[src/hw/rtl/c3x3_pkg.sv]
package c3x3_pkg;

    localparam int MAX_WIDTH  = 1024;
    localparam int COL_W      = $clog2(MAX_WIDTH);
    localparam int PIX_W      = 8;
    localparam int KROW_W     = 24;
    localparam int WIDTH_W    = 11;
    localparam int HEIGHT_W   = 12;
    localparam int CFG_IDX_W  = 3;
    localparam int N_TAPS     = 3;
    // nine products of s8 x u8 need 20 signed bits
    localparam int PSUM_W     = 20;
    localparam int FIFO_DEPTH = 8;
    localparam int FIFO_AW    = $clog2(FIFO_DEPTH);

    localparam logic [CFG_IDX_W-1:0] CFG_KERNEL_TOP    = 3'd0;
    localparam logic [CFG_IDX_W-1:0] CFG_KERNEL_MIDDLE = 3'd1;
    localparam logic [CFG_IDX_W-1:0] CFG_KERNEL_BOTTOM = 3'd2;
    localparam logic [CFG_IDX_W-1:0] CFG_IMAGE_WIDTH   = 3'd3;
    localparam logic [CFG_IDX_W-1:0] CFG_IMAGE_HEIGHT  = 3'd4;

    localparam logic [KROW_W-1:0]   KROW_RESET   = 24'hFF0001;
    localparam logic [WIDTH_W-1:0]  WIDTH_RESET  = 11'd1024;
    localparam logic [HEIGHT_W-1:0] HEIGHT_RESET = 12'd1024;
    localparam logic [PIX_W-1:0]    PIX_MAX      = 8'd255;

    typedef enum logic {
        OP_PIXEL = 1'b0,
        OP_FLUSH = 1'b1
    } opcode_t;

    // one column of the neighbourhood, index 0 = top row
    typedef logic [N_TAPS-1:0][PIX_W-1:0] col_t;
    // one kernel column, index 0 = top row, signed bytes
    typedef logic [N_TAPS-1:0][7:0] kcol_t;

    typedef struct packed {
        col_t [N_TAPS-1:0]        cols;
        logic signed [PSUM_W-1:0] psum;
        logic                     eof;
    } job_t;

    typedef struct packed {
        logic [PIX_W-1:0] pixel;
        logic             eof;
    } result_t;

endpackage

[src/hw/rtl/c3x3_if.sv]


interface c3x3_out_if;
    import c3x3_pkg::*;
    logic             valid;
    logic             ready;
    logic [PIX_W-1:0] pixel_out;
    logic             end_of_frame;
    modport source (output valid, output pixel_out, output end_of_frame, input ready);
    modport sink   (input valid, input pixel_out, input end_of_frame, output ready);
endinterface


[src/hw/rtl/c3x3_out_fifo.sv]
module c3x3_out_fifo (
    input  logic                clk,
    input  logic                rst_n,
    input  logic                push,
    input  c3x3_pkg::result_t   push_data,
    output logic                pop,
    c3x3_out_if.source          results
);
    import c3x3_pkg::*;

    result_t              entry_reg [FIFO_DEPTH];
    logic [FIFO_AW-1:0]   wr_ptr_reg;
    logic [FIFO_AW-1:0]   rd_ptr_reg;
    logic [FIFO_AW:0]     count_reg;
    logic [FIFO_AW:0]     count_next;

    assign results.valid        = (count_reg != '0);
    assign results.pixel_out    = entry_reg[rd_ptr_reg].pixel;
    assign results.end_of_frame = entry_reg[rd_ptr_reg].eof;
    assign pop                  = results.valid && results.ready;

    always_comb
    begin
        count_next = count_reg;
        if (push && !pop)
            count_next = count_reg + (FIFO_AW+1)'(1);
        else if (pop && !push)
            count_next = count_reg - (FIFO_AW+1)'(1);
    end

    always_ff @(posedge clk or negedge rst_n)
    begin
        if (!rst_n)
        begin
            wr_ptr_reg <= '0;
            rd_ptr_reg <= '0;
            count_reg  <= '0;
        end
        else
        begin
            if (push)
                wr_ptr_reg <= wr_ptr_reg + FIFO_AW'(1);
            if (pop)
                rd_ptr_reg <= rd_ptr_reg + FIFO_AW'(1);
            count_reg <= count_next;
        end
    end

    always_ff @(posedge clk)
    begin
        if (push)
            entry_reg[wr_ptr_reg] <= push_data;
    end

    a_no_overflow: assert property (@(posedge clk) disable iff (!rst_n)
        push |-> (count_reg != (FIFO_AW+1)'(FIFO_DEPTH)))
        else $error("result queue written while full");

endmodule

[src/flat_wrapper.sv]
// flat-port wrapper written by rule: the top's interface ports become plain ports
module c3x3_out_fifo_flat import c3x3_pkg::*;
  (clk, rst_n, push, push_data, pop, results_valid, results_pixel_out, results_end_of_frame, results_ready);
  c3x3_out_if results_i ();
  input  logic clk;
  input  logic rst_n;
  input  logic push;
  input  c3x3_pkg::result_t push_data;
  output logic pop;
  output wire logic [$bits(results_i.valid)-1:0] results_valid;
  output wire logic [$bits(results_i.pixel_out)-1:0] results_pixel_out;
  output wire logic [$bits(results_i.end_of_frame)-1:0] results_end_of_frame;
  input wire logic [$bits(results_i.ready)-1:0] results_ready;
  assign results_valid = results_i.valid;
  assign results_pixel_out = results_i.pixel_out;
  assign results_end_of_frame = results_i.end_of_frame;
  assign results_i.ready = results_ready;
  c3x3_out_fifo u_core (.clk(clk), .rst_n(rst_n), .push(push), .push_data(push_data), .pop(pop), .results(results_i));
endmodule
[config.mk]
export PLATFORM = sky130hd
export DESIGN_NAME = c3x3_out_fifo_flat
export DESIGN_NICKNAME = d
export VERILOG_FILES = /design/src/hw/rtl/c3x3_pkg.sv /design/src/hw/rtl/c3x3_if.sv /design/src/hw/rtl/c3x3_out_fifo.sv /design/src/flat_wrapper.sv
export SDC_FILE = /design/constraint.sdc
export NUM_CORES = 1
export LEC_CHECK = 0
export BUFFER_PORTS_ARGS = -buffer_cell sky130_fd_sc_hd__buf_2
export CELL_PAD_IN_SITES_DETAIL_PLACEMENT = 1
export CELL_PAD_IN_SITES_GLOBAL_PLACEMENT = 2
export CORE_ASPECT_RATIO = 1.4
export CORE_MARGIN = 2
export CORE_UTILIZATION = 40
export DETAILED_ROUTE_END_ITERATION = 8
export GPL_TIMING_DRIVEN = 0
export HOLD_SLACK_MARGIN = 0.03
export MAX_ROUTING_LAYER = met4
export PLACE_DENSITY_LB_ADDON = 0.1
export SYNTH_ARGS = -nofsm -noshare
export SYNTH_HDL_FRONTEND = slang
export SYNTH_SLANG_ARGS = --single-unit
[constraint.sdc]
create_clock -name clk -period 3.2 [get_ports clk]
set_clock_uncertainty 0.1 [all_clocks]
set_input_delay 0.32 -clock clk [delete_from_list [all_inputs] [get_ports clk]]
set_output_delay 0.32 -clock clk [all_outputs]
set_load 0.05 [all_outputs]
==> impl_summary.md <==
Critical path
The kind of cell with the highest combined delay along the critical path is simple AND/OR/NAND/NOR gates. On the critical path, the stage with the largest delay is an instance of sky130_fd_sc_hd__or4_4. The setup slack on the worst flop-to-flop path is 0.35 ns. The worst setup path is launched from a flop. The capture instance of the worst register-to-register path is u_core.count_reg[3]. The sort of element at the end of the critical path is a flop.

The critical path in this run is classified as flop to flop. The required time of the critical path is 3.30 ns. The worst endpoint data arrival time is 2.95 ns. The startpoint identified for the worst register-to-register timing path is u_core.count_reg[0].

Along the worst path, the maximum fanout reaches 6. The worst stage delay on the critical path is 0.57 ns. The depth of the most critical reg-to-reg path is 8. The number of buffers and inverters on the critical path is 1. Walking the worst path, the cells encountered are or4_4 -> nand2_4 -> ha_1 -> inv_1 -> ha_1 -> or4_1 -> o211ai_1 -> o211ai_1.

Yosys
The average footprint of a synthesized cell is 20.74 um^2. Of all cell types, the one taking the most synthesized area is sky130_fd_sc_hd__edfxtp_1. Synthesis produced 164 cells.

In the post-synthesis netlist, the biggest area contributors are sky130_fd_sc_hd__edfxtp_1, sky130_fd_sc_hd__dfrtp_1, sky130_fd_sc_hd__mux4_1. The yosys synthesis warning count is 0. The fraction of the yosys area taken by sequential cells is 0.7091. Synthesis produced a netlist with a net count of 183.

The number of flops mapped to enable cells by yosys is 72. After synthesis the netlist holds a flip-flop and latch count of 82. The share of synthesized area in the top cell type comes to 0.6355. The share of flip-flops with an asynchronous set or reset is 0.1220. The dominant register cell in the synthesized netlist is sky130_fd_sc_hd__edfxtp_1.

The mapped netlist covers 3402 um^2. The number of library cell types mapped by synthesis is 31.

Power
The switching power total is 0.001414 W. The proportion of total power due to net switching is 0.3456. Power spread over the standard cell area amounts to 1026 nW/um^2. Of the total power, combinational logic draws 0.389. The leakage dissipation is 1.422 nW. The internal portion of the total power is 0.002677 W.

The power share of the sequential group is 0.362. Of the total power, the clock network draws 0.249. The largest vdd supply drop is 595.5 uV.

Cells and area
The register with the most flip-flops in the layout has 72 of them. The area added between synthesis and finish is 17.18%. Of the cells placed in the final design, the portion with a size suffix greater than 1 is 0.3301.

The number of antenna cells inserted is 0. Counting the fill cells in the layout gives 772. At the end of the flow, the number of nets in the layout was 220.

Global route
After global routing the overflow that remains totals 0. The wire length of the first global-routing pass is 10,290 um. The number of global-route vias before repair was 1,849.

The initial antenna violation count is 0. The maximum number of pins on one net before global-route repair is 14. For this run, the total global-route usage over all layers was measured as 0.1700.

Clock network
The number of buffers inserted for hold repair after clock tree synthesis is 1. Gates resized during post-CTS repair numbered 0. The cell at the root of the clock tree is sky130_fd_sc_hd__clkbuf_16. In this run the number of H-tree levels came out at 3. The clock net in this run drives a total of 82 sinks. The clock transition at the registers of the reported paths is 0.06 ns. TritonCTS built the clock tree. The longest clock path from root to sink contains 2 buffers.

Clock latency on the worst-skew pair, taken at its later pin, is 0.33 ns. The post-CTS setup buffer count is 0. The number of CTS-inserted buffers is 9.

Timing
Static timing analysis puts the maximum clock frequency at 351.2 MHz. The headroom to the max-slew limit is 0.2788. Setup violations remaining at the end of the flow were counted as 0. The final number of max-transition violations is 0. For the pin with the worst max-slew slack, the measured transition is 1.078 ns. Setup repair after global routing left no endpoint under its margin. The post-route fraction of the period consumed by the critical path is 0.8899.

After layout, the worst setup slack is 0.3524 ns. The number of hold violations in the final report is 0. The final critical path time including I/O delays and setup is 2.848 ns. The setup total negative slack is 0 ns.

Floorplanning
The floorplan step defined a die boundary enclosing 9269 um^2. The initial core utilization is 0.4150. The height of the die is 113.1 um. The number of top-level pins is 24. The number of rows in the core area is 39. The core region is 8198 um^2.

The width of the die is 81.94 um.

Routing
After detailed routing, the number of vias per cell comes to 5.308. Summed over all layers, the routed wires come to 6775 um. For this run, design rule violations remaining after detail routing come to 0. The antenna violation net count after detailed routing is 0. The count of routing violations after the opening detailed-route iteration is 64. After detailed routing, the average wire length per cell comes to 22.00 um. The detailed-routing iteration count for the pre-antenna-repair pass is 4. The count of vias placed by the detailed router is 1,635.

Job
Max-cap violations in this run came to 0.

Hold path
The min-delay analysis places its worst path in the category input port to flop. The end of the worst hold path is u_core.entry_reg[4][6]. The critical hold path startpoint is push_data[6].

Along the worst hold path, the cell count comes to 1.

Run status
The flow ran to the end, and the final reports show no timing, DRC or antenna violations.

Place
The placed wire-length estimate after detailed placement is 4554 um. During placement, the flow inserted port buffers numbering 23. The weighted congestion reported at the end of routability-driven placement is 0.7063. The minimum setup slack after placement is 0.3683 ns.
## routing by layer
| layer | wire length, um | track usage | up-vias |
|---|---|---|---|
| li1 | - | - | 748 |
| met1 | 2598 | 0.1857 | 850 |
| met2 | 3921 | 0.2889 | 33 |
| met3 | 200 | 0.04625 | 4 |
| met4 | 54 | 0.06667 | 0 |
| met5 | 0 | - | - |
## Yosys cell counts, types with 2 or more instances
cell type and count:
sky130_fd_sc_hd__nor3_1 3, sky130_fd_sc_hd__dfrtp_1 10, sky130_fd_sc_hd__nand2b_1 3, sky130_fd_sc_hd__edfxtp_1 72
sky130_fd_sc_hd__o211ai_1 2, sky130_fd_sc_hd__nor2_1 6, sky130_fd_sc_hd__a21oi_1 2, sky130_fd_sc_hd__buf_2 2
sky130_fd_sc_hd__clkbuf_1 2, sky130_fd_sc_hd__mux4_1 9, sky130_fd_sc_hd__xnor2_1 4, sky130_fd_sc_hd__xor2_1 2
sky130_fd_sc_hd__nand2_1 6, sky130_fd_sc_hd__ha_1 5, sky130_fd_sc_hd__mux2_4 10, sky130_fd_sc_hd__nand3_1 2
sky130_fd_sc_hd__mux4_2 9, sky130_fd_sc_hd__mux2_2 2
## power by group through the flow
stage / Combinational [W] / Clock (W) / Sequential [W]
floorplan: 0.00127 / 0 / 0.00146
global placement: 0.00156 / 0 / 0.00148
detailed placement: 0.00163 / 0 / 0.00151
CTS: 0.00164 / 0.00104 / 0.00148
global route: 0.00171 / 0.00108 / 0.00150
finish: 0.00159 / 0.00102 / 0.00148
## worst max path at each step
stage | start | end | slack (ns) | cells after the start
floorplan | u_core.count_reg[0] | u_core.count_reg[3] | 0.47 | 8
global route | u_core.count_reg[0] | u_core.count_reg[3] | 0.23 | 8
detailed placement | u_core.count_reg[0] | u_core.count_reg[3] | 0.37 | 8
CTS | u_core.count_reg[0] | u_core.count_reg[3] | 0.35 | 8
global placement | u_core.count_reg[0] | u_core.count_reg[3] | 0.48 | 8
finish | u_core.count_reg[0] | u_core.count_reg[3] | 0.35 | 8
## cell type report
class	count	area [um^2]	share of cell area
multi-input combinational	74	940.9	0.2360
clock buffer	13	260.3	0.06529
timing repair buffer	26	147.6	0.03704
sequential	82	2412	0.6051
tap	102	127.6	0.03201
inverter	2	10.01	0.002511
clock inverter	3	38.79	0.009730
buffer	6	48.80	0.01224
## cells by family after synthesis
family | share of synthesized area
flops | 0.7091
mux | 0.1828
simple gates | 0.03899
buf+inv | 0.01729
compound gates | 0.01213
xor+xnor | 0.01545
fa+ha+maj | 0.02427
## through the flow
| step | std cells | total power [W] | area, um^2 | hold slack [ns] | utilization |
|---|---|---|---|---|---|
| 6_report | 308 | 0.004091 | 3986 | 0.1490 | 0.4863 |
| 5_1_grt | 308 | 0.004287 | 3986 | 0.1556 | 0.4863 |
| 4_1_cts | 308 | 0.004161 | 3986 | 0.1410 | 0.4863 |
| 3_5_place_dp | 291 | 0.003137 | 3677 | 0.1065 | 0.4486 |
| 3_3_place_gp | 289 | 0.003039 | 3645 | 0.09283 | 0.4446 |
| 2_1_floorplan | 164 | 0.002734 | 3402 | -0.07559 | - |
## layout by cell type (no fill, tap or decap)
cell and count:
sky130_fd_sc_hd__mux4_1 9, sky130_fd_sc_hd__buf_12 1, sky130_fd_sc_hd__nor3_1 1, sky130_fd_sc_hd__or3_1 1, sky130_fd_sc_hd__o21ai_0 1, sky130_fd_sc_hd__o211ai_1 2, sky130_fd_sc_hd__or4_1 1, sky130_fd_sc_hd__clkbuf_16 9
sky130_fd_sc_hd__dlygate4sd3_1 1, sky130_fd_sc_hd__clkbuf_1 4, sky130_fd_sc_hd__edfxtp_1 72, sky130_fd_sc_hd__dfrtp_1 10, sky130_fd_sc_hd__nand3_1 2, sky130_fd_sc_hd__buf_6 3, sky130_fd_sc_hd__mux2_4 10, sky130_fd_sc_hd__or4_4 1
sky130_fd_sc_hd__inv_4 1, sky130_fd_sc_hd__clkinv_1 1, sky130_fd_sc_hd__buf_2 25, sky130_fd_sc_hd__clkinv_2 1, sky130_fd_sc_hd__nand3b_1 1, sky130_fd_sc_hd__xor2_1 2, sky130_fd_sc_hd__a2111o_1 1, sky130_fd_sc_hd__fa_1 1
sky130_fd_sc_hd__mux2i_1 1, sky130_fd_sc_hd__nand2_1 6, sky130_fd_sc_hd__inv_1 1, sky130_fd_sc_hd__ha_1 5, sky130_fd_sc_hd__bufinv_16 1, sky130_fd_sc_hd__mux4_2 9, sky130_fd_sc_hd__nor2_1 6, sky130_fd_sc_hd__a21oi_1 2
sky130_fd_sc_hd__nand2_4 1, sky130_fd_sc_hd__clkbuf_8 2, sky130_fd_sc_hd__nor3_2 2, sky130_fd_sc_hd__xnor2_1 4, sky130_fd_sc_hd__mux2_2 2, sky130_fd_sc_hd__nand2b_1 3
## worst reg2reg max path, stage by stage, from the launching register on
cell and delay [ns]:
sky130_fd_sc_hd__dfrtp_1 0.45, sky130_fd_sc_hd__or4_4 0.57, sky130_fd_sc_hd__nand2_4 0.11, sky130_fd_sc_hd__ha_1 0.25, sky130_fd_sc_hd__inv_1 0.14, sky130_fd_sc_hd__ha_1 0.36, sky130_fd_sc_hd__or4_1 0.51, sky130_fd_sc_hd__o211ai_1 0.12
sky130_fd_sc_hd__o211ai_1 0.11
Note: power is estimated with default switching activity, not from simulation.
