### src/hw/rtl/c3x3_pkg.sv
package c3x3_pkg;

    localparam int MAX_WIDTH  = 1024;
    localparam int COL_W      = $clog2(MAX_WIDTH);
    localparam int PIX_W      = 8;
    localparam int KROW_W     = 24;
    localparam int WIDTH_W    = 11;
    localparam int HEIGHT_W   = 12;
    localparam int CFG_IDX_W  = 3;
    localparam int N_TAPS     = 3;
    // nine products of s8 x u8 need 20 signed bits
    localparam int PSUM_W     = 20;
    localparam int FIFO_DEPTH = 8;
    localparam int FIFO_AW    = $clog2(FIFO_DEPTH);

    localparam logic [CFG_IDX_W-1:0] CFG_KERNEL_TOP    = 3'd0;
    localparam logic [CFG_IDX_W-1:0] CFG_KERNEL_MIDDLE = 3'd1;
    localparam logic [CFG_IDX_W-1:0] CFG_KERNEL_BOTTOM = 3'd2;
    localparam logic [CFG_IDX_W-1:0] CFG_IMAGE_WIDTH   = 3'd3;
    localparam logic [CFG_IDX_W-1:0] CFG_IMAGE_HEIGHT  = 3'd4;

    localparam logic [KROW_W-1:0]   KROW_RESET   = 24'hFF0001;
    localparam logic [WIDTH_W-1:0]  WIDTH_RESET  = 11'd1024;
    localparam logic [HEIGHT_W-1:0] HEIGHT_RESET = 12'd1024;
    localparam logic [PIX_W-1:0]    PIX_MAX      = 8'd255;

    typedef enum logic {
        OP_PIXEL = 1'b0,
        OP_FLUSH = 1'b1
    } opcode_t;

    // one column of the neighbourhood, index 0 = top row
    typedef logic [N_TAPS-1:0][PIX_W-1:0] col_t;
    // one kernel column, index 0 = top row, signed bytes
    typedef logic [N_TAPS-1:0][7:0] kcol_t;

    typedef struct packed {
        col_t [N_TAPS-1:0]        cols;
        logic signed [PSUM_W-1:0] psum;
        logic                     eof;
    } job_t;

    typedef struct packed {
        logic [PIX_W-1:0] pixel;
        logic             eof;
    } result_t;

endpackage

### src/hw/rtl/c3x3_cell.sv
module c3x3_cell (
    input  logic            clk,
    input  logic            rst_n,
    input  logic            in_valid,
    input  c3x3_pkg::job_t  in_job,
    input  c3x3_pkg::kcol_t kcol,
    output logic            out_valid,
    output c3x3_pkg::job_t  out_job
);
    import c3x3_pkg::*;

    logic                       valid_reg;
    job_t                       job_reg;
    job_t                       job_next;
    logic signed [16:0]         prod [N_TAPS];
    logic signed [PSUM_W-1:0]   acc;

    // multiply-accumulate on the leading column, then rotate it to the back
    always_comb
    begin
        acc = in_job.psum;
        for (int r = 0; r < N_TAPS; r++)
        begin
            prod[r] = $signed(kcol[r]) * $signed({1'b0, in_job.cols[0][r]});
            acc     = acc + PSUM_W'(prod[r]);
        end
        job_next         = in_job;
        job_next.cols[0] = in_job.cols[1];
        job_next.cols[1] = in_job.cols[2];
        job_next.cols[2] = in_job.cols[0];
        job_next.psum    = acc;
    end

    always_ff @(posedge clk or negedge rst_n)
    begin
        if (!rst_n)
            valid_reg <= 1'b0;
        else
            valid_reg <= in_valid;
    end

    always_ff @(posedge clk)
    begin
        if (in_valid)
            job_reg <= job_next;
    end

    assign out_valid = valid_reg;
    assign out_job   = job_reg;

endmodule

### config.mk
export PLATFORM = sky130hd
export DESIGN_NAME = c3x3_cell
export DESIGN_NICKNAME = d
export VERILOG_FILES = /design/src/hw/rtl/c3x3_pkg.sv /design/src/hw/rtl/c3x3_cell.sv
export SDC_FILE = /design/constraint.sdc
export NUM_CORES = 1
export LEC_CHECK = 0
export BUFFER_PORTS_ARGS = -buffer_cell sky130_fd_sc_hd__buf_2
export CAP_MARGIN = 20
export CORE_MARGIN = 2
export CORE_UTILIZATION = 30
export CTS_BUF_LIST = sky130_fd_sc_hd__clkbuf_8
export DETAILED_ROUTE_END_ITERATION = 8
export GPL_TIMING_DRIVEN = 0
export PLACE_DENSITY_LB_ADDON = 0.3
export SLEW_MARGIN = 20
export SYNTH_ARGS = -nofsm -noshare
export SYNTH_HDL_FRONTEND = slang
export SYNTH_SLANG_ARGS = --single-unit
### constraint.sdc
create_clock -name clk -period 1.1 [get_ports clk]
set_input_delay 0.165 -clock clk [delete_from_list [all_inputs] [get_ports clk]]
set_output_delay 0.165 -clock clk [all_outputs]
set_load 0.005 [all_outputs]
==> results.sh, run 1 <==
export IMPL_cts_path_max_buffers=2
export IMPL_rows=68
export IMPL_firstDrtPassIters=4
export IMPL_final_instance_count_excl_fill=1732
export IMPL_rsz0062_at_grt="yes"
export IMPL_wire_per_inst_um=14.8
export IMPL_seq_area_frac_synth_pct=26.5
export IMPL_timing_final_crit_share_pct=498
export IMPL_dr_total_vias=7382
export IMPL_worst_setup_path_start_kind="input port"
export IMPL_crit_required_ps=1280
export IMPL_first_iter_violations=220
export IMPL_wl_um=25600
export IMPL_syn_avg_cell_area_um2=11.1
export IMPL_min_path_type="input port to register"
export IMPL_area_delta_synth_final_pct=33.3
export IMPL_grt_pass1_vias=7607
export IMPL_synth_area_leaders="fa_1 (35%), edfxtp_1 (26%), ha_1 (15%)"
export IMPL_path_max_fanout=4
export IMPL_slew_violations=0
export IMPL_place_area_mm2=0.0125
export IMPL_fillers=3407
export IMPL_gp_congestion=0.778
export IMPL_worst_pin_slew_ps=447
export IMPL_ant_nets=0
export IMPL_stdcell_area_mm2=0.0142
export IMPL_synthArstFlopShare_pct=1.06
export IMPL_dp_cells=1625
export IMPL_crit_end="out_job[16]"
export IMPL_top_layer_used="met4"
export IMPL_wl_met2_um=12600
export IMPL_drv_cap=0
export IMPL_htreeDepth=3
export IMPL_drt_met1_wl_um=11400
export IMPL_fp_dieArea_mm2=0.0370
export IMPL_fmax_mhz=183
export IMPL_worstPathArrival_ps=5650
export IMPL_final_layout_size_suffix_gt1_share_pct=27.2
export IMPL_critPathLaunch="kcol[16]"
export IMPL_hold_start="in_job[27]"
export IMPL_grt_max_degree=52
export IMPL_drc=0
export IMPL_ios=214
export IMPL_fin_tns_setup_ps=-69940
export IMPL_ys_ff_latch=94
export IMPL_yosys_cell_count_top_type="inv_1"
export IMPL_setup_viol=37
export IMPL_antenna_found_initial=2
export IMPL_die_h_um=192
export IMPL_met3_length_um=1350
export IMPL_grtUsageTotal_pct=14.3
export IMPL_post_drt_via_cell_ratio=4.26
export IMPL_yosysWarnings=0
export IMPL_criticalPathCategory="input port to register"
export IMPL_clk_pin_slew_ps=110
export IMPL_root_buffer="clkbuf_8"
export IMPL_status="finished with violations"
export IMPL_yosys_area_top_type="fa_1"
export IMPL_netlist_top_cells_count="inv_1 (280), fa_1 (184), ha_1 (126)"
export IMPL_overflow=0
export IMPL_relSlewSlack_pct=70.2
export IMPL_cts_tree="built"
export IMPL_cts_sinks=94
export IMPL_synth_ff_type="edfxtp_1"
export IMPL_start_util_pct=30.7
export IMPL_yosysTopAreaCellShare_pct=34.6
export IMPL_grt_pass1_wl_um=39600
export IMPL_synth_net_count=1387
export IMPL_fin_ws_ps=-4370
export IMPL_cts_buffers=9
export IMPL_fp_dieW_um=192
export IMPL_synthDistinctLibCells=35
export IMPL_io_buffers=212
export IMPL_cp_end_kind="register"
export IMPL_synth_area_mm2=0.0106
export IMPL_core_mm2=0.0347
export IMPL_violations="setup timing"
export IMPL_finalCriticalPeriod_ps=5470
export IMPL_synth_edf_count=93
export IMPL_hold_viol=0
export IMPL_dp_final_hpwl_um=20600
export IMPL_postSynthCellCount=957
export IMPL_layout_nets=1700
==> how the worst min path moves through the flow <==
stage	end	slack (ps)	cells past startpoint
CTS	out_job[77]	2	1
floorplan	out_valid	-130	0
global route	out_job[75]	20	1
finish	out_job[75]	40	1
detailed placement	out_valid	-60	1
global placement	out_valid	-60	1
==> metrics by stage <==
| step | util, % | setup slack, ps | hold WS [ps] |
|---|---|---|---|
| floorplan | - | -4540 | -131 |
| global placement | 36.0 | -5190 | -60.2 |
| detailed placement | 36.1 | -5190 | -58.8 |
| CTS | 39.8 | -4410 | 2.32 |
| global route | 40.9 | -4570 | 23.4 |
| finish | 40.9 | -4370 | 35.5 |
==> timing repair <==
item / CTS / global route
hold buffers: 63 / 1
setup buffers: 14 / 13
cloned: 0 / 0
setup endpoints to repair: 104 / 106
endpoints found under the hold margin: 63 / 1
pin swaps: 42 / 34
gates resized for setup: 94 / 72
==> registers in the layout, summed over array words and instances, names as in the netlist <==
name,cells
out_job,93
out_valid,1
==> area by class of cell <==
class	instances	area, µm²	share of cell area (%)
Tap cell	455	569	4.01
Clock inverter	7	70.1	0.494
Sequential cell	94	2820	19.8
Inverter	281	1060	7.48
Buffer	1	20.0	0.141
Antenna cell	2	5.00	0.0353
Clock buffer	9	124	0.872
Multi-Input combinational cell	580	7300	51.4
Timing Repair Buffer	303	2230	15.7
==> worst max-delay path, stage by stage <==
cell	delay, ps
buf_12	90
nand2_4	50
fa_1	540
inv_2	40
fa_1	550
inv_2	50
fa_1	460
fa_2	550
inv_2	40
fa_2	520
inv_2	40
fa_2	520
inv_2	40
fa_2	430
ha_4	170
a21o_1	180
a31o_1	200
o21a_1	210
a41o_4	250
a221o_1	320
a21oi_2	150
xnor2_1	90
==> routing by layer <==
layer	vias to the layer above	GRT usage, %
met4	0	3.26
met3	12	2.13
met5	-	0
met1	3682	18.5
met2	177	25.1
li1	3511	-
==> cell usage in the layout, fill, tap and decap left out, drive strengths merged, types with 2 or more instances in the layout <==
| cell type | count |
|---|---|
| buf | 240 |
| nand2b | 6 |
| o21ai | 4 |
| fa | 184 |
| ha | 126 |
| nor3 | 2 |
| o21a | 3 |
| a31oi | 3 |
| diode | 2 |
| edfxtp | 93 |
| xnor2 | 12 |
| nand3 | 3 |
| inv | 281 |
| nor2 | 24 |
| and2 | 98 |
| a31o | 3 |
| clkinv | 5 |
| nand2 | 75 |
| clkbuf | 9 |
| a21o | 9 |
| dlygate4sd3 | 64 |
| a21oi | 10 |
| xor2 | 6 |
==> kinds of logic (layout without fill, tap and decap cells) <==
kind of cell,count (synthesis),count (layout),share of synthesized area (%)
other,0,2,0
flip-flops,94,94,26.5
buffers and inverters,283,601,9.98
XOR/XNOR,18,18,1.48
AND/OR/NAND/NOR,213,213,10.1
AO/OA/AOI/OAI,39,39,2.54
adder cells (fa/ha/maj),310,310,49.4
Power of run 1 is left out: the tool's default activity adds up to more than one toggle a clock period on the data nets, which glitch-free logic cannot reach.
==> inputs of run 2 (changes only) <==
--- a/config.mk
+++ b/config.mk
@@ -9,7 +9,6 @@
 export CAP_MARGIN = 20
 export CORE_MARGIN = 2
 export CORE_UTILIZATION = 30
-export CTS_BUF_LIST = sky130_fd_sc_hd__clkbuf_8
 export DETAILED_ROUTE_END_ITERATION = 8
 export GPL_TIMING_DRIVEN = 0
 export PLACE_DENSITY_LB_ADDON = 0.3
==> constraint.sdc (replaced) <==
create_clock -name clk -period 5.2 [get_ports clk]
set_input_delay 0.78 -clock clk [delete_from_list [all_inputs] [get_ports clk]]
set_output_delay 0.78 -clock clk [all_outputs]
set_load 0.005 [all_outputs]
==> results.sh, run 2 (synthesis gave the netlist of run 1 again) <==
export IMPL_firstDrtPassIters=4
export IMPL_fp_dieW_um=192
export IMPL_gp_congestion=0.783
export IMPL_dr_total_vias=7133
export IMPL_path_delay_family="adder cells"
export IMPL_setup_viol=13
export IMPL_clk_pin_slew_ps=80
export IMPL_grt_max_degree=59
export IMPL_dp_cells=1625
export IMPL_first_iter_violations=229
export IMPL_dp_final_hpwl_um=20700
export IMPL_cpMaxStageDelayCell="fa_1"
export IMPL_layout_commonest_cell="inv_1"
export IMPL_drc=0
export IMPL_htreeDepth=3
export IMPL_ios=214
export IMPL_status="finished with violations"
export IMPL_antenna_found_initial=1
export IMPL_worstPathArrival_ps=6310
export IMPL_grt_pass1_vias=7645
export IMPL_layout_nets=1637
export IMPL_crit_required_ps=5320
export IMPL_fmax_mhz=162
export IMPL_slew_violations=0
export IMPL_post_drt_via_cell_ratio=4.28
export IMPL_start_util_pct=30.7
export IMPL_hold_viol=0
export IMPL_grtUsageTotal_pct=14.4
export IMPL_area_delta_synth_final_pct=25.1
export IMPL_cp_buffers_inverters=6
export IMPL_finalCriticalPeriod_ps=6190
export IMPL_core_mm2=0.0347
export IMPL_path_common_cell="inv_2"
export IMPL_final_layout_size_suffix_gt1_share_pct=25.8
export IMPL_drv_cap=0
export IMPL_cp_end_kind="register"
export IMPL_violations="setup timing"
export IMPL_worst_setup_path_start_kind="input port"
export IMPL_root_buffer="clkbuf_16"
export IMPL_overflow=0
export IMPL_rsz0062_at_grt="yes"
export IMPL_postLayoutCoreUtil_pct=38.4
export IMPL_worst_pin_slew_ps=423
export IMPL_wire_per_inst_um=15.1
export IMPL_path_cells="buf_12, nand2_4, fa_1, inv_2, fa_1, inv_2, fa_1, fa_2, inv_2, fa_2, inv_2, fa_2, inv_2, fa_2, ha_4, a21o_1, a31o_1, o21a_2, a41o_4, a221o_1, a21oi_2, xnor2_2"
export IMPL_rows=68
export IMPL_min_path_type="input port to asynchronous set/reset pin"
export IMPL_cts_sinks=94
export IMPL_largest_reg_flops=93
export IMPL_cts_path_max_buffers=2
export IMPL_final_instance_count_excl_fill=1668
export IMPL_wl_um=25200
export IMPL_criticalPathCategory="input port to register"
export IMPL_cts_buffers=9
export IMPL_fin_tns_setup_ps=-9790
export IMPL_grt_pass1_wl_um=40100
export IMPL_relSlewSlack_pct=71.8
export IMPL_io_buffers=212
export IMPL_cpPeakStageDelay_ps=550
export IMPL_die_h_um=192
export IMPL_cts_tree="built"
export IMPL_ant_nets=0
export IMPL_path_max_fanout=7
export IMPL_holdWs_ps=176
export IMPL_fp_dieArea_mm2=0.0370
export IMPL_layout_common_cells="inv_1 (272), buf_2 (181), fa_1 (179), ha_1 (117), and2_1 (96)"
export IMPL_fin_ws_ps=-986
export IMPL_timing_final_crit_share_pct=119
-- run 2: through the flow --
stage	setup WS (ps)	cell area [µm²]
floorplan	-1050	10700
global placement	-1710	12400
detailed placement	-1720	12400
CTS	-1020	13100
global route	-1090	13300
finish	-986	13300
-- run 2: area by class of cell --
type                       count  area [µm²]
fill                        3500       21400
multi-input combinational    580        7040
sequential                    94        2820
timing repair buffer         240        1520
inverter                     281        1060
tap                          455         569
clock buffer                  10         229
clock inverter                 6        53.8
buffer                         1        20.0
antenna                        1        2.50
-- run 2: worst paths after layout --
check,startpoint,to,slack [ps],cells after the start
max,in_job[40],out_job[16],-990,22
min,rst_n,out_valid,180,1
min in group clk,in_job[90],out_job[66],570,1
max in group asynchronous,rst_n,out_valid,4940,1
-- run 2: what timing repair did --
item,CTS,global route
setup buffers,15,13
pin swaps,30,24
endpoints found under the setup margin,15,15
resized for setup,71,56
gates cloned,0,0
hold buffers,0,0
-- run 2: routing by layer --
metal	wire, µm	vias up	GRT usage, %
met5	0	-	0
met4	367	0	3.67
met3	1490	21	2.42
met2	12400	192	24.9
met1	11000	3535	18.6
li1	-	3385	-
Power of run 2 is left out for the same reason.
==> inputs of run 3 (changes only) <==
--- a/config.mk
+++ b/config.mk
@@ -5,6 +5,7 @@
 export SDC_FILE = /design/constraint.sdc
 export NUM_CORES = 1
 export LEC_CHECK = 0
+export ABC_AREA = 1
 export BUFFER_PORTS_ARGS = -buffer_cell sky130_fd_sc_hd__buf_2
 export CAP_MARGIN = 20
 export CORE_MARGIN = 2
==> results.sh, run 3 <==
export IMPL_clk_pin_slew_ps=70
export IMPL_synthArstFlopShare_pct=1.06
export IMPL_timing_final_crit_share_pct=110
export IMPL_ys_ff_latch=94
export IMPL_path_cells="buf_8, or2_4, fa_1, fa_1, fa_1, fa_2, fa_1, fa_2, fa_2, inv_2, ha_4, nand2_4, inv_4, nand2_4, nor3_2, nand2_2, nand3_2, nand2_1"
export IMPL_dp_final_hpwl_um=23100
export IMPL_layout_nets=1813
export IMPL_start_util_pct=30.5
export IMPL_holdBufCountCts=0
export IMPL_worst_setup_path_start_kind="input port"
export IMPL_worstPathArrival_ps=5860
export IMPL_antenna_found_initial=0
export IMPL_overflow=0
export IMPL_synth_edf_count=93
export IMPL_drv_cap=0
export IMPL_io_buffers=192
export IMPL_status="finished with violations"
export IMPL_final_layout_size_suffix_gt1_share_pct=27.2
export IMPL_diodes=0
export IMPL_criticalPathCategory="input port to register"
export IMPL_rows=70
export IMPL_hold_viol=0
export IMPL_root_buffer="clkbuf_16"
export IMPL_worst_pin_slew_ps=365
export IMPL_cts_path_max_buffers=2
export IMPL_final_instance_count_excl_fill=1856
export IMPL_yosysTopAreaCellShare_pct=33.0
export IMPL_min_path_type="input port to asynchronous set/reset pin"
export IMPL_multi_input_area_mm2=0.00709
export IMPL_yosys_area_top_type="fa_1"
export IMPL_die_h_um=197
export IMPL_gp_congestion=0.825
export IMPL_synthDistinctLibCells=26
export IMPL_area_delta_synth_final_pct=24.8
export IMPL_synth_ff_type="edfxtp_1"
export IMPL_seq_area_mm2=0.00282
export IMPL_cp_end_kind="register"
export IMPL_rsz0062_at_grt="yes"
export IMPL_violations="setup timing"
export IMPL_grt_pass1_vias=8341
export IMPL_crit_required_ps=5330
export IMPL_fin_ws_ps=-525
export IMPL_dr_total_vias=7815
export IMPL_grt_max_degree=70
export IMPL_netlist_top_cells_count="inv_1 (397), nand2_1 (233), fa_1 (184)"
export IMPL_relSlewSlack_pct=75.7
export IMPL_grt_pass1_wl_um=43600
export IMPL_slew_violations=0
export IMPL_setup_viol=15
export IMPL_yosys_cell_count_top_type="inv_1"
export IMPL_syn_avg_cell_area_um2=9.46
export IMPL_fp_dieW_um=197
export IMPL_cts_buffers=9
export IMPL_dp_cells=1840
export IMPL_layout_commonest_cell="inv_1"
export IMPL_ios=214
export IMPL_drc=0
export IMPL_synth_area_mm2=0.0112
export IMPL_core_mm2=0.0366
export IMPL_postSynthCellCount=1179
export IMPL_fmax_mhz=175
export IMPL_cts_tree="built"
export IMPL_layout_common_cells="inv_1 (373), nand2_1 (200), buf_2 (169), fa_1 (168), ha_1 (117)"
export IMPL_seq_area_frac_synth_pct=25.3
export IMPL_synth_area_leaders="fa_1 (33%), edfxtp_1 (25%), ha_1 (14%)"
export IMPL_wl_um=27200
export IMPL_fp_dieArea_mm2=0.0387
export IMPL_wire_per_inst_um=14.7
export IMPL_largest_reg_flops=93
export IMPL_ant_nets=0
export IMPL_fillers=3693
export IMPL_cts_sinks=94
export IMPL_grtUsageTotal_pct=14.8
export IMPL_yosysWarnings=0
export IMPL_path_common_cell="fa_1"
export IMPL_cpMaxStageDelayCell="fa_2"
export IMPL_post_drt_via_cell_ratio=4.21
export IMPL_first_iter_violations=276
export IMPL_finalCriticalPeriod_ps=5720
export IMPL_cpPeakStageDelay_ps=600
export IMPL_firstDrtPassIters=4
export IMPL_synth_net_count=1609
export IMPL_htreeDepth=3
export IMPL_path_max_fanout=9
[run 3: changes by cell type after synthesis, moves of 3 or more]
cell | before | now
clkbuf_1 | 2 | 45
xnor2_1 | 12 | 4
nand2b_1 | 6 | 0
and2_1 | 98 | 2
nand2_1 | 75 | 233
or2_2 | 0 | 5
inv_1 | 280 | 397
nand3_1 | 3 | 12
a21o_1 | 9 | 1
nor2_1 | 24 | 29
o21a_1 | 3 | 0
nand2_2 | 0 | 4
a21oi_1 | 9 | 16
a31oi_1 | 3 | 0
[run 3: worst max-delay path by stage]
stage                    start  cells after the start           to
floorplan              kcol[4]                     23  out_job[19]
global placement    in_job[23]                     22  out_job[19]
detailed placement  in_job[36]                     22  out_job[20]
CTS                   kcol[21]                     23  out_job[16]
global route          kcol[20]                     23  out_job[16]
finish              in_job[22]                     18  out_job[17]
[run 3: cell type report]
class	count	area share (%)
tap	468	4.20
clock inverter	6	0.557
inverter	402	11.0
buffer	21	1.81
sequential	94	20.2
multi-input combinational	638	50.9
timing repair buffer	217	9.68
clock buffer	10	1.64
[run 3: logic make-up (layout without fill, tap and decap cells)]
family	Yosys count	count (layout)	synth area share [%]
and+or+nand+nor	291	291	10.4
xor gates and xnor gates	12	12	0.942
adders and majority gates	310	310	47.2
DFF	94	94	25.3
AOI/OAI and AO/OA	25	25	1.21
buffers and inverters	447	656	15.0
[run 3: critical path: cells and delay by family]
family                   cells  cell delay (ps)
adder cells (fa/ha/maj)      8             3980
AND/OR/NAND/NOR              7              840
buffers and inverters        3              240
[run 3: routing by layer]
layer  GRT usage (%)  vias to the layer above  part of all wire [%]
met5               0                        -                     0
met4            3.56                        0                   1.2
met3            2.70                       22                   4.7
met2            25.5                      200                    48
met1            19.2                     3823                    46
li1                -                     3770                     -
[run 3: timing repair]
item                                    CTS  global route
gates resized for setup                 102            92
endpoints found under the hold margin     0             0
setup buffers                            18             6
pin swaps                                52            56
endpoints found under the setup margin   15            16
[run 3: stage by stage]
step	TNS, ps	worst slack (ps)	util [%]	cell area [µm²]	hold slack, ps
floorplan	-6320	-561	-	11600	484
global placement	-15970	-1230	35.8	13100	556
detailed placement	-15910	-1240	35.9	13100	556
CTS	-5850	-511	37.4	13700	145
global route	-7600	-649	38.0	13900	144
finish	-5560	-525	38.0	13900	172
Power of run 3 is left out for the same reason.
